File: config.mk
export PLATFORM = sky130hd
export DESIGN_NAME = bounded_deque_with_positional_insert
export DESIGN_NICKNAME = d
export VERILOG_FILES = /design/src/bdq_pkg.sv /design/src/bdq_cell.sv /design/src/bdq_ctrl.sv /design/src/bounded_deque_with_positional_insert.sv
export SDC_FILE = /design/constraint.sdc
export NUM_CORES = 2
export LEC_CHECK = 0
export BUFFER_PORTS_ARGS = -buffer_cell sky130_fd_sc_hd__clkbuf_2
export CAP_MARGIN = 20
export CORE_MARGIN = 2
export CORE_UTILIZATION = 40
export DETAILED_ROUTE_END_ITERATION = 10
export GPL_TIMING_DRIVEN = 0
export HOLD_SLACK_MARGIN = 0.08
export REMOVE_ABC_BUFFERS = 1
export SYNTH_ARGS = -nofsm -noshare
export SYNTH_HDL_FRONTEND = slang
export SYNTH_HIERARCHICAL = 1
export SYNTH_SLANG_ARGS = --single-unit
export TNS_END_PERCENT = 100
File: constraint.sdc
create_clock -name aclk -period 5.5 [get_ports aclk]
set_clock_uncertainty 0.15 [all_clocks]
set_input_delay 0.55 -clock aclk [delete_from_list [all_inputs] [get_ports aclk]]
set_output_delay 0.55 -clock aclk [all_outputs]
set_load 0.02 [all_outputs]
File: src/bdq_pkg.sv
// Shared types and constants for the bounded deque with positional insert.
package bdq_pkg;

    localparam int DEPTH  = 16;
    localparam int IDX_W  = $clog2(DEPTH);
    localparam int CNT_W  = $clog2(DEPTH + 1);
    localparam int DATA_W = 32;
    localparam int OP_W   = 3;
    localparam int POS_W  = 5;
    localparam int STAT_W = 2;
    localparam int ECNT_W = 5;
    localparam int CMP_W  = (POS_W > CNT_W) ? POS_W : CNT_W;
    localparam int S_TDATA_W = 40;
    localparam int M_TDATA_W = 40;

    typedef enum logic [OP_W-1:0] {
        OP_PUSH_FRONT = 3'd0,
        OP_PUSH_REAR  = 3'd1,
        OP_POP_FRONT  = 3'd2,
        OP_POP_REAR   = 3'd3,
        OP_INSERT_AT  = 3'd4
    } op_t;

    typedef enum logic [STAT_W-1:0] {
        ST_OK     = 2'd0,
        ST_EMPTY  = 2'd1,
        ST_FULL   = 2'd2,
        ST_BADPOS = 2'd3
    } status_t;

    // Decoded command broadcast from the controller to every cell.
    typedef struct packed {
        logic             ins;
        logic             pop_front;
        logic             pop_rear;
        logic [CNT_W-1:0] ins_pos;
        status_t          status;
        logic [CNT_W-1:0] count;
    } ctl_t;

endpackage

File: src/bdq_cell.sv
// One storage cell of the deque chain: hold, take the new value, or take a neighbor.
module bdq_cell (
    input  logic                           aclk,
    input  logic                           advance,
    input  bdq_pkg::ctl_t                  ctl,
    input  logic [bdq_pkg::IDX_W-1:0]      idx,
    input  logic [bdq_pkg::DATA_W-1:0]     value,
    input  logic [bdq_pkg::DATA_W-1:0]     left_data,
    input  logic [bdq_pkg::DATA_W-1:0]     right_data,
    output logic [bdq_pkg::DATA_W-1:0]     data
);

    logic [bdq_pkg::DATA_W-1:0] data_reg;
    logic [bdq_pkg::DATA_W-1:0] data_next;
    logic [bdq_pkg::CNT_W-1:0]  idx_x;

    assign idx_x = bdq_pkg::CNT_W'(idx);

    always_comb begin
        data_next = data_reg;
        if (ctl.ins) begin
            if (idx_x == ctl.ins_pos) begin
                data_next = value;
            end else if (idx_x > ctl.ins_pos) begin
                data_next = left_data;
            end
        end else if (ctl.pop_front) begin
            data_next = right_data;
        end
    end

    always_ff @(posedge aclk) begin
        if (advance) begin
            data_reg <= data_next;
        end
    end

    assign data = data_reg;

endmodule

File: src/bdq_ctrl.sv
// Opcode decode, status checks and the element count register.
module bdq_ctrl (
    input  logic                          aclk,
    input  logic                          aresetn,
    input  logic                          advance,
    input  logic [bdq_pkg::OP_W-1:0]      opcode,
    input  logic [bdq_pkg::POS_W-1:0]     position,
    output bdq_pkg::ctl_t                 ctl
);

    logic [bdq_pkg::CNT_W-1:0] count_reg;
    logic [bdq_pkg::CNT_W-1:0] count_next;
    logic [bdq_pkg::CMP_W-1:0] pos_x;
    logic [bdq_pkg::CMP_W-1:0] cnt_x;
    logic                      full;
    logic                      empty;

    assign pos_x = bdq_pkg::CMP_W'(position);
    assign cnt_x = bdq_pkg::CMP_W'(count_reg);
    assign full  = (count_reg == bdq_pkg::CNT_W'(bdq_pkg::DEPTH));
    assign empty = (count_reg == '0);

    always_comb begin
        ctl           = '0;
        ctl.status    = bdq_pkg::ST_OK;
        count_next    = count_reg;
        case (bdq_pkg::op_t'(opcode))
            bdq_pkg::OP_PUSH_FRONT: begin
                if (full) begin
                    ctl.status = bdq_pkg::ST_FULL;
                end else begin
                    ctl.ins     = 1'b1;
                    ctl.ins_pos = '0;
                    count_next  = count_reg + bdq_pkg::CNT_W'(1);
                end
            end
            bdq_pkg::OP_PUSH_REAR: begin
                if (full) begin
                    ctl.status = bdq_pkg::ST_FULL;
                end else begin
                    ctl.ins     = 1'b1;
                    ctl.ins_pos = count_reg;
                    count_next  = count_reg + bdq_pkg::CNT_W'(1);
                end
            end
            bdq_pkg::OP_INSERT_AT: begin
                if (full) begin
                    ctl.status = bdq_pkg::ST_FULL;
                end else if (pos_x > cnt_x) begin
                    ctl.status = bdq_pkg::ST_BADPOS;
                end else begin
                    ctl.ins     = 1'b1;
                    ctl.ins_pos = bdq_pkg::CNT_W'(pos_x);
                    count_next  = count_reg + bdq_pkg::CNT_W'(1);
                end
            end
            bdq_pkg::OP_POP_FRONT: begin
                if (empty) begin
                    ctl.status = bdq_pkg::ST_EMPTY;
                end else begin
                    ctl.pop_front = 1'b1;
                    count_next    = count_reg - bdq_pkg::CNT_W'(1);
                end
            end
            bdq_pkg::OP_POP_REAR: begin
                if (empty) begin
                    ctl.status = bdq_pkg::ST_EMPTY;
                end else begin
                    ctl.pop_rear = 1'b1;
                    count_next   = count_reg - bdq_pkg::CNT_W'(1);
                end
            end
            default: begin
                count_next = count_reg;
            end
        endcase
        ctl.count = count_next;
    end

    always_ff @(posedge aclk) begin
        if (!aresetn) begin
            count_reg <= '0;
        end else if (advance) begin
            count_reg <= count_next;
        end
    end

endmodule

File: src/bounded_deque_with_positional_insert.sv
// Top level of the bounded deque with positional insert: cell chain and result register.
//
// Holds an ordered sequence of up to DEPTH (16) signed 32-bit elements, index 0
// at the front, in a row of cells. Every accepted transaction on the s_ side
// carries an opcode (push front, push rear, pop front, pop rear, insert at
// position) and yields exactly one result transaction on the m_ side with the
// removed value (zero unless a pop succeeds), a status (ok, empty on pop, full
// on insert, position beyond count) and the element count after the operation.
// Every operation, a positional insert included, completes on acceptance: all
// cells shift toward or away from the insertion point together, so the block
// takes one transaction per cycle while the m_ side keeps up. The result sits
// in an output register from the cycle after acceptance; s_tready drops only
// while that register holds a result that the m_ side has not yet taken. Full
// takes priority over a bad position; unused opcodes change nothing and report
// ok. Reset clears only the count and m_tvalid, so no clearing pass is needed.
module bounded_deque_with_positional_insert (
    input  logic                               aclk,
    input  logic                               aresetn,
    input  logic                               s_tvalid,
    output logic                               s_tready,
    // [2:0] opcode, [34:3] value, [39:35] position
    input  logic [bdq_pkg::S_TDATA_W-1:0]      s_tdata,
    output logic                               m_tvalid,
    input  logic                               m_tready,
    // [31:0] removed_value, [33:32] status, [38:34] element_count, [39] zero
    output logic [bdq_pkg::M_TDATA_W-1:0]      m_tdata
);

    logic                          accept;
    logic [bdq_pkg::OP_W-1:0]      in_opcode;
    logic [bdq_pkg::DATA_W-1:0]    in_value;
    logic [bdq_pkg::POS_W-1:0]     in_position;
    bdq_pkg::ctl_t                 ctl;

    logic [bdq_pkg::DATA_W-1:0]    cell_data  [bdq_pkg::DEPTH];
    logic [bdq_pkg::DATA_W-1:0]    left_data  [bdq_pkg::DEPTH];
    logic [bdq_pkg::DATA_W-1:0]    right_data [bdq_pkg::DEPTH];

    logic [bdq_pkg::DATA_W-1:0]    removed;
    logic                          m_tvalid_reg;
    logic                          m_tvalid_next;
    logic [bdq_pkg::M_TDATA_W-1:0] m_tdata_reg;
    logic [bdq_pkg::M_TDATA_W-1:0] m_tdata_next;

    // Unpack the input transaction.
    assign in_opcode   = s_tdata[2:0];
    assign in_value    = s_tdata[34:3];
    assign in_position = s_tdata[39:35];

    // Accept whenever the result register is free or being drained this cycle.
    assign s_tready = !m_tvalid_reg || m_tready;
    assign accept   = s_tvalid && s_tready;

    bdq_ctrl u_ctrl (
        .aclk     (aclk),
        .aresetn  (aresetn),
        .advance  (accept),
        .opcode   (in_opcode),
        .position (in_position),
        .ctl      (ctl)
    );

    // Chain of cells: each one sees its neighbors; the ends see zero.
    genvar i;
    generate
        for (i = 0; i < bdq_pkg::DEPTH; i++) begin : g_cell
            if (i == 0) begin : g_first
                assign left_data[i] = '0;
            end else begin : g_left
                assign left_data[i] = cell_data[i-1];
            end
            if (i == bdq_pkg::DEPTH - 1) begin : g_last
                assign right_data[i] = '0;
            end else begin : g_right
                assign right_data[i] = cell_data[i+1];
            end

            bdq_cell u_cell (
                .aclk       (aclk),
                .advance    (accept),
                .ctl        (ctl),
                .idx        (bdq_pkg::IDX_W'(i)),
                .value      (in_value),
                .left_data  (left_data[i]),
                .right_data (right_data[i]),
                .data       (cell_data[i])
            );
        end
    endgenerate

    // Pick the departing element: front cell, or the last occupied cell, whose
    // index equals the count after the pop.
    always_comb begin
        removed = '0;
        if (ctl.pop_front) begin
            removed = cell_data[0];
        end else if (ctl.pop_rear) begin
            removed = cell_data[ctl.count[bdq_pkg::IDX_W-1:0]];
        end
    end

    // Result register: load on accept, drop once the m_ side takes it.
    always_comb begin
        m_tvalid_next = m_tvalid_reg;
        m_tdata_next  = m_tdata_reg;
        if (accept) begin
            m_tvalid_next = 1'b1;
            m_tdata_next  = {1'b0, bdq_pkg::ECNT_W'(ctl.count), ctl.status, removed};
        end else if (m_tready) begin
            m_tvalid_next = 1'b0;
        end
    end

    always_ff @(posedge aclk) begin
        if (!aresetn) begin
            m_tvalid_reg <= 1'b0;
        end else begin
            m_tvalid_reg <= m_tvalid_next;
        end
    end

    always_ff @(posedge aclk) begin
        m_tdata_reg <= m_tdata_next;
    end

    assign m_tvalid = m_tvalid_reg;
    assign m_tdata  = m_tdata_reg;

`ifndef ASSERT_OFF
    // A failed operation reports zero as the removed value.
    a_zero_on_error: assert property (@(posedge aclk) disable iff (!aresetn)
        m_tvalid && (m_tdata[33:32] != bdq_pkg::ST_OK) |-> (m_tdata[31:0] == '0))
        else $error("nonzero removed value on a failed operation");

    // Empty status only with an empty deque; full status only with a full one.
    a_empty_count: assert property (@(posedge aclk) disable iff (!aresetn)
        m_tvalid && (m_tdata[33:32] == bdq_pkg::ST_EMPTY) |-> (m_tdata[38:34] == '0))
        else $error("empty status with nonzero count");

    a_full_count: assert property (@(posedge aclk) disable iff (!aresetn)
        m_tvalid && (m_tdata[33:32] == bdq_pkg::ST_FULL)
        |-> (m_tdata[38:34] == bdq_pkg::ECNT_W'(bdq_pkg::DEPTH)))
        else $error("full status with count below depth");

    // The count never goes past the depth.
    a_count_bound: assert property (@(posedge aclk) disable iff (!aresetn)
        ctl.count <= bdq_pkg::CNT_W'(bdq_pkg::DEPTH))
        else $error("element count beyond depth");
`endif

endmodule

==> flow_summary.toml <==
[route]
via_count = 34520
dr.first_iter.drc_count = 5422
wl_per_cell_um = 26.24
first_pass_iters = 9
drc = 0
routed_wl_um = 136600
vias_per_cell = 6.634
antenna_left = 0

[timing]
max_clock_freq_mhz = 185.2
period_needed_ns = 5.400
hold_viol_final = 0
setup_viol = 0
layout_setup_ws_ns = 0.09952
worstMarginPinSlew_ns = 1.094
period_share_pct = 98.19
rsz0062_at_grt = "false"
final_max_slew_viol_count = 0
maxSlewHeadroom_pct = 27.06
setup_tns_ns = 0

[synthesis]
netlist_area_um2 = 36420
ys_warn_count = 6
synth.distinct_cells = 66
ys_ff_latch = 557
ys_seq_area_share_pct = 45.76
synth_cells = 3984
synth.avg_cell_area_um2 = 9.142
async_flop_share_pct = 0
synth_ff_type = "edfxtp_1"
synth-edff-count = 551

[cts]
clkTransAtPathRegs_ns = 0.06
cts.sinks = 557
cts_inserted_buffers = 66
root_buffer = "clkbuf_16"
cts_tree = "yes"
cts_max_level = 3
insertion_delay_ns = 0.62
cts.path.max_buffers = 3

[floorplan]
ios = 86
fp.dieH_um = 305.8
die_w_um = 305.8
core_um2 = 90150
rows = 110
die-area_um2 = 93490
start_util_pct = 40.40

[critical_path]
cpLargestDelayFamily = "buffers and inverters"
path_max_fanout = 36
path_buf_inv = 7
path_class = "reg2reg"
cp-end-kind = "flip-flop"
reg2regPathDepth = 14
worstPathCellList = "inv_1 -> ha_1 -> nand2_2 -> a211o_1 -> a21oi_2 -> o21ai_4 -> buf_12 -> buf_12 -> buf_12 -> buf_12 -> inv_2 -> a2111oi_0 -> a21oi_4 -> buf_12"
cp.required_ns = 5.66
slowest_stage = "inv_2"
crit_cells = 14
start_kind = "flip-flop"
critical_path.max_stage_delay_ns = 0.76
critPathArrivalTime_ns = 5.57
cp_common_cell = "buf_12"

[layout]
seqCellArea_um2 = 16670
nFillCells = 8601
drive_gt1_share_pct = 8.617
layout.nets = 4099
largest_reg_flops = 512
area_delta_synth_final_pct = 13.45
layout.cells.non_filler = 5204
multi_input_area_um2 = 17820
final_util_pct = 45.83

[grt]
antenna_found_initial = 1
grt_pass1_wl_um = 204500
grt_usage_pct = 28.14
grt_max_degree = 97
overflow = 0
first_global_vias = 33210

[power_and_ir_drop]
leakagePower_nw = 14.02
vdd_drop_max_mv = 0.1969
power_density_nw_per_um2 = 300.7
total_power_w = 0.01242

[placed_design]
place_ws_ns = -0.09452
port_buffers = 84
placed_cells = 5075
gp_congestion = 0.8414
hpwl_um = 88790

[outcome]
status = "completed"

[worst_hold_path]
hold_path_class = "in2reg"
holdPathStages = 3

[flow_run]
max_cap_viol_count = 0
==> final timing paths <==
path                                               to  slack (ns)                               start
setup / recovery  g_cell[4].u_cell/data[29]$_DFFE_PP_         0.1        u_ctrl/cnt_x[3]$_SDFFE_PN0P_
hold / removal           u_ctrl/cnt_x[1]$_SDFFE_PN0P_        0.13                             aresetn
setup reg to reg  g_cell[4].u_cell/data[29]$_DFFE_PP_         0.1        u_ctrl/cnt_x[3]$_SDFFE_PN0P_
hold reg to reg    g_cell[3].u_cell/data[3]$_DFFE_PP_        0.46  g_cell[4].u_cell/data[3]$_DFFE_PP_
==> what timing repair did <==
action,4_1_cts,5_1_grt
pin swaps,0,2
setup endpoints to repair,17,197
setup buffers,0,5
resized for setup,1,15
hold endpoints to repair,1,0
hold buffers,2,0
==> routing by layer <==
| metal | GRT usage [%] | vias to the layer above | part of all wire [%] |
|---|---|---|---|
| li1 | - | 15050 | - |
| met1 | 39.60 | 16930 | 41 |
| met2 | 42.83 | 2219 | 44 |
| met3 | 4.125 | 322 | 10 |
| met4 | 12.75 | 2 | 4.5 |
| met5 | 0 | - | 0.010 |
==> synth_stat cells (all sizes together), types with 3 or more instances <==
| cell type | instances | area [um^2] |
|---|---|---|
| o22ai | 8 | 50.05 |
| ha | 72 | 900.9 |
| buf | 235 | 1597 |
| mux2i | 256 | 2562 |
| nor2b | 13 | 81.33 |
| nor2 | 536 | 2014 |
| clkbuf | 166 | 628.1 |
| edfxtp | 551 | 16550 |
| a21oi | 369 | 1851 |
| dfxtp | 6 | 120.1 |
| and2 | 9 | 56.30 |
| nand2b | 14 | 87.58 |
| o211ai | 14 | 105.1 |
| a211oi | 3 | 22.52 |
| a21o | 11 | 82.58 |
| and2b | 6 | 45.04 |
| nand3 | 198 | 991.0 |
| o21ai | 575 | 2878 |
| a22o | 3 | 26.28 |
| and3b | 6 | 52.55 |
| a32oi | 33 | 289.0 |
| a22oi | 96 | 720.7 |
| and3 | 3 | 18.77 |
| o311a | 6 | 60.06 |
| inv | 110 | 412.9 |
| o21bai | 10 | 75.07 |
| a31oi | 514 | 3216 |
| nor3b | 6 | 45.04 |
| nand4 | 11 | 68.82 |
| nand3b | 8 | 60.06 |
| nand2 | 85 | 321.6 |
| a2111oi | 11 | 96.34 |
| and4 | 10 | 87.58 |
==> cell families (layout without fill, tap and decap cells) <==
family          count (synthesis)  in the layout  synth area share [%]
buf+inv                       511            427                 7.241
flops                         557            557                 45.76
compound gates               1671           1671                 26.45
fa+ha+maj                      72             72                 2.473
simple gates                  914            914                 10.99
xor+xnor                        1              1               0.02405
mux                           256            256                 7.035
other cells                     2            130               0.02062
==> worst reg2reg max path, stage by stage (launching register included) <==
cell and delay, ns:
dfxtp_1 0.62, inv_1 0.23, ha_1 0.34, nand2_2 0.09
a211o_1 0.35, a21oi_2 0.40, o21ai_4 0.13, buf_12 0.19
buf_12 0.19, buf_12 0.19, buf_12 0.20, inv_2 0.79
a2111oi_0 0.28, a21oi_4 0.64, buf_12 0.29
==> area by class of cell <==
class                           count  area share (%)
Timing Repair Buffer              205           7.092
Clock buffer                       84           4.212
Clock inverter                     28          0.6359
Sequential cell                   557           40.33
Multi-Input combinational cell   3043           43.14
Tap cell                         1176           3.561
Inverter                          110           1.020
Antenna cell                        1        0.006056
==> cells in the final DEF, fill, tap and decap left out, drive strengths merged, types with 33 or more instances in the layout <==
master and count:
a31oi 514, inv 113, clkbuf 168, a32oi 33
a21oi 369, buf 119, mux2i 256, a22oi 96
conb 129, ha 72, nand2 85, edfxtp 551
nor2 536, nand3 198, o21ai 575
==> power breakdown <==
part	switching [W]	leakage (nW)	internal [W]
clock network	0.00189	0.976	0.00243
logic	0.00189	7.93	0.00104
registers	0.000174	5.11	0.00500
==> stage by stage <==
| step | instance area, um^2 | hold slack, ns |
|---|---|---|
| after floorplan | 34670 | 0.3839 |
| after global placement | 36570 | 0.3656 |
| after detailed placement | 38990 | 0.3866 |
| after CTS | 41010 | 0.1066 |
| after global routing | 41320 | 0.1584 |
| final | 41320 | 0.1328 |
(Power assumes the default switching activity.)
